**config.mk**
```make
export PLATFORM = sky130hd
export DESIGN_NAME = irb_blend
export DESIGN_NICKNAME = d
export VERILOG_FILES = /design/src/rtl/irb_blend.sv
export SDC_FILE = /design/constraint.sdc
export NUM_CORES = 1
export LEC_CHECK = 0
export ABC_AREA = 1
export BUFFER_PORTS_ARGS = -buffer_cell sky130_fd_sc_hd__buf_2
export CAP_MARGIN = 20
export CORE_MARGIN = 3
export CORE_UTILIZATION = 45
export DETAILED_ROUTE_END_ITERATION = 7
export PLACE_DENSITY = 0.66
export SYNTH_ARGS = -nofsm -noshare
export SYNTH_HDL_FRONTEND = slang
export SYNTH_SLANG_ARGS = --single-unit
export TNS_END_PERCENT = 1
```
**constraint.sdc**
```tcl
create_clock -name i_clk -period 6.4 [get_ports i_clk]
set_clock_uncertainty 0.1 [all_clocks]
set_input_delay 0.64 -clock i_clk [delete_from_list [all_inputs] [get_ports i_clk]]
set_output_delay 0.64 -clock i_clk [all_outputs]
set_load 0.05 [all_outputs]
```
**src/rtl/irb_blend.sv**
```systemverilog
// Pipelined bilinear blend of one 8-bit channel over three register stages.
// Depends on nothing but its ports.
module irb_blend (
    input  logic       i_clk,
    input  logic [7:0] i_p00,
    input  logic [7:0] i_p10,
    input  logic [7:0] i_p01,
    input  logic [7:0] i_p11,
    input  logic [7:0] i_fx,
    input  logic [7:0] i_fy,
    output logic [7:0] o_pix
);

    logic [16:0] r_top;
    logic [16:0] r_bot;
    logic [7:0]  r_fy;
    logic [25:0] r_top_w;
    logic [25:0] r_bot_w;
    logic [8:0]  w_fxc;
    logic [8:0]  w_fyc;

    assign w_fxc = 9'd256 - {1'b0, i_fx};
    assign w_fyc = 9'd256 - {1'b0, r_fy};

    // Horizontal blend, then vertical weighting, then the final sum.
    always_ff @(posedge i_clk) begin
        r_top   <= 17'(i_p00) * 17'(w_fxc) + 17'(i_p10) * 17'(i_fx);
        r_bot   <= 17'(i_p01) * 17'(w_fxc) + 17'(i_p11) * 17'(i_fx);
        r_fy    <= i_fy;
        r_top_w <= 26'(r_top) * 26'(w_fyc);
        r_bot_w <= 26'(r_bot) * 26'(r_fy);
        o_pix   <= 8'((r_top_w + r_bot_w) >> 16);
    end

endmodule

```
==> key figures <==
Clock tree
  – Postcts setup bufs: 0
  – CTS buffer count: 9
  – H-tree levels: 3
  – Hold buffers post-CTS: 0
  – CTS resizes: 0
  – CTS Buffer Depth: 2
  – Worst-skew pair later-pin latency: 0.36 ns
  – CTS sink count: 98
  – Reg clk slew, reported paths: 0.08 ns
  – Clk Tree Root Cell: clkbuf_16
  – CTS tree: yes

Detailed routing
  – DR WL/cell: 15.39 µm
  – Detail Route Antenna Nets: 0
  – Routed via count: 17320
  – TritonRoute pass-1 iters: 5
  – Routed WL: 54.09 mm
  – Number of remaining DRC errors: 0
  – DRT iter0 DRCs: 884
  – DR vias/cell: 4.927

Finish
  – Synthesis-to-layout area growth: 5.236%
  – FILL cells: 4715
  – Nets@finish: 3581
  – Share of layout cells above drive strength 1: 0.04553
  – Finished Core Util: 0.4826

Yosys
  – Sequential area share after synthesis: 0.08905
  – Yosys Warn Count: 0
  – Post-Synthesis Cells: 2888
  – Post-synth top area cell: fa_1
  – Yosys reg bits: 98
  – Synth top area share: 0.3635
  – Avg Cell Area, Syn: 7.629 µm²
  – Unique masters post-synth: 42
  – Top cells by area, synth: fa_1, inv_1, ha_1, nand2_1, dfxtp_1
  – Cell area after synthesis: 22030 µm²
  – Syn Nets: 3575

Die
  – Full die area: 51650 µm²
  – Die Width: 227.3 µm
  – Die H: 227.3 µm
  – Area of the core: 48050 µm²
  – Initial Util: 0.4585
  – Row cnt: 80
  – I/O pin cnt: 57

Critical path
  – R2R Path Start: r_fy[2]$_DFF_P_
  – Worst Path Arrival: 6.19 ns
  – Startpoint types: input port
  – Number of buffers and inverters on the critical path: 6
  – Slowest CP cell: fa_1
  – Kind of critical path: input port to flip-flop
  – Most used cell along the critical path: fa_1
  – Worst Path Required: 6.59 ns
  – Crit path largest cell delay: 0.53 ns
  – Crit path max fanout: 8
  – Cell family contributing the most delay on the critical path: adder cells
  – Critical path launch point: i_fx[0]
  – Worst setup EP type: flip-flop

Status
  – Outcome: finished, final reports clean

Global routing
  – Vias in the first global route: 18340
  – First-pass GRT wire length: 90.84 mm
  – Largest net degree at the start of global routing: 36
  – Initial antenna violation count: 0
  – Grt total ovfl: 0
  – Global Route Usage Sum: 0.2203

STA
  – Final setup fails: 0
  – Setup TNS: 0 ns
  – Hold_ws: 0.3037 ns
  – RSZ-0062 raised after global routing: false
  – Worst Setup Slack, final: 0.4027 ns
  – Slew @ Worst Pin: 0.9840 ns
  – Final min period: 5.997 ns
  – Period utilization: 0.9371
  – Max Clock Freq: 0.1667 GHz
  – Pins Over Slew Limit: 0
  – Max_slew headroom: 0.3431
  – Final Hold Viols: 0

Placement
  – Port bufs: 56
  – Dpl hpwl: 46.61 mm
  – Final GP Congestion: 0.9249
  – Pre-CTS WS: 0.03128 ns

Min path
  – Min-Delay Path Class: input port to flip-flop
  – Min-delay src: i_fy[0]

Flow run
  – Max Cap Viol: 0
[area by class of cell]
class / instances / area (µm²) / share of cell area
inverters: 804 / 3028 / 0.1306
well taps: 615 / 769.5 / 0.03319
flip-flops and latches: 98 / 1962 / 0.08462
diodes: 1 / 2.502 / 0.0001079
repair buffers: 81 / 467.9 / 0.02018
clock buffers: 10 / 239.0 / 0.01031
clock inverters: 6 / 55.05 / 0.002375
multi-input cells: 1900 / 16660 / 0.7186
[kinds of logic (layout without fill, tap and decap cells)]
logic type,after synthesis,after routing,share of synthesized area
AND/OR/NAND/NOR,1014,1014,0.1848
flip-flops,98,98,0.08905
adder cells (fa/ha/maj),638,638,0.4986
XOR/XNOR,71,71,0.02942
other,0,1,0
buffers and inverters,890,901,0.1547
AO/OA/AOI/OAI,177,177,0.04339
[metrics by stage]
step                std cells  area, µm²
finish                   3515      23180
global route             3514      23180
CTS                      3514      23180
detailed placement       3498      22890
global placement         3498      22890
floorplan                2888      22030
[metal layers]
metal	up-vias	wire length [µm]	global-route usage	part of all wire
li1	8372	-	-	-
met1	8354	23460	0.2889	0.43
met2	491	26430	0.3865	0.49
met3	102	2553	0.02050	0.047
met4	0	1642	0.07065	0.030
met5	-	0	0	0
[cells in the mapped netlist (all sizes together)]
master / n
xnor2: 21
clkbuf: 47
nand3: 63
o31ai: 3
a21oi: 95
a21boi: 5
a31oi: 2
o21ai: 59
o21bai: 3
ha: 238
inv: 804
nor3b: 2
and3: 1
dfxtp: 98
xor2: 50
nand2: 666
o2111ai: 3
nor4: 1
nand3b: 5
nor2: 240
buf: 39
a21o: 7
nand4: 19
nor3: 15
and2: 2
fa: 400
[state kept, by name, summed over array words and instances, names as in the netlist]
register / flops
r_top: 17
r_bot: 17
r_fy: 8
r_bot_w: 24
o_pix: 8
r_top_w: 24
[worst register-to-register path, cell delays in order, from the launching register on]
cell and delay (ns):
dfxtp_1 0.88, inv_1 0.17, nand2_1 0.13, nor2_2 0.05
nand2_1 0.11, nand2_1 0.40, nor2_1 0.31, fa_1 0.46
fa_1 0.52, fa_1 0.49, inv_1 0.05, fa_1 0.52
inv_1 0.06, ha_1 0.40, nand2_1 0.13, nor2_1 0.15
inv_1 0.07, nor3_1 0.23, nand3_1 0.15, inv_1 0.07
nor2_1 0.06, nand3_1 0.08, nand2_1 0.06
[worst paths after layout]
kind | to | slack (ns) | depth (start not counted)
setup / recovery | r_bot[11]$_DFF_P_ | 0.40 | 25
hold / removal | r_fy[0]$_DFF_P_ | 0.30 | 1
setup reg to reg | r_top_w[23]$_DFF_P_ | 0.64 | 22
hold reg to reg | r_top_w[0]$_DFF_P_ | 0.43 | 2
[layout by cell type (no fill, tap or decap), types with 17 or more instances in the layout]
master / count
nor2_1: 223
buf_2: 56
o21ai_0: 55
nand2_1: 662
buf_4: 25
a21oi_1: 95
ha_1: 238
fa_1: 400
xnor2_1: 19
nand3_1: 63
xor2_1: 50
inv_1: 797
nand4_1: 17
dfxtp_1: 98
Power is not shown: default switching activity piles up to over one toggle a cycle in this logic, so the estimate is an artifact.
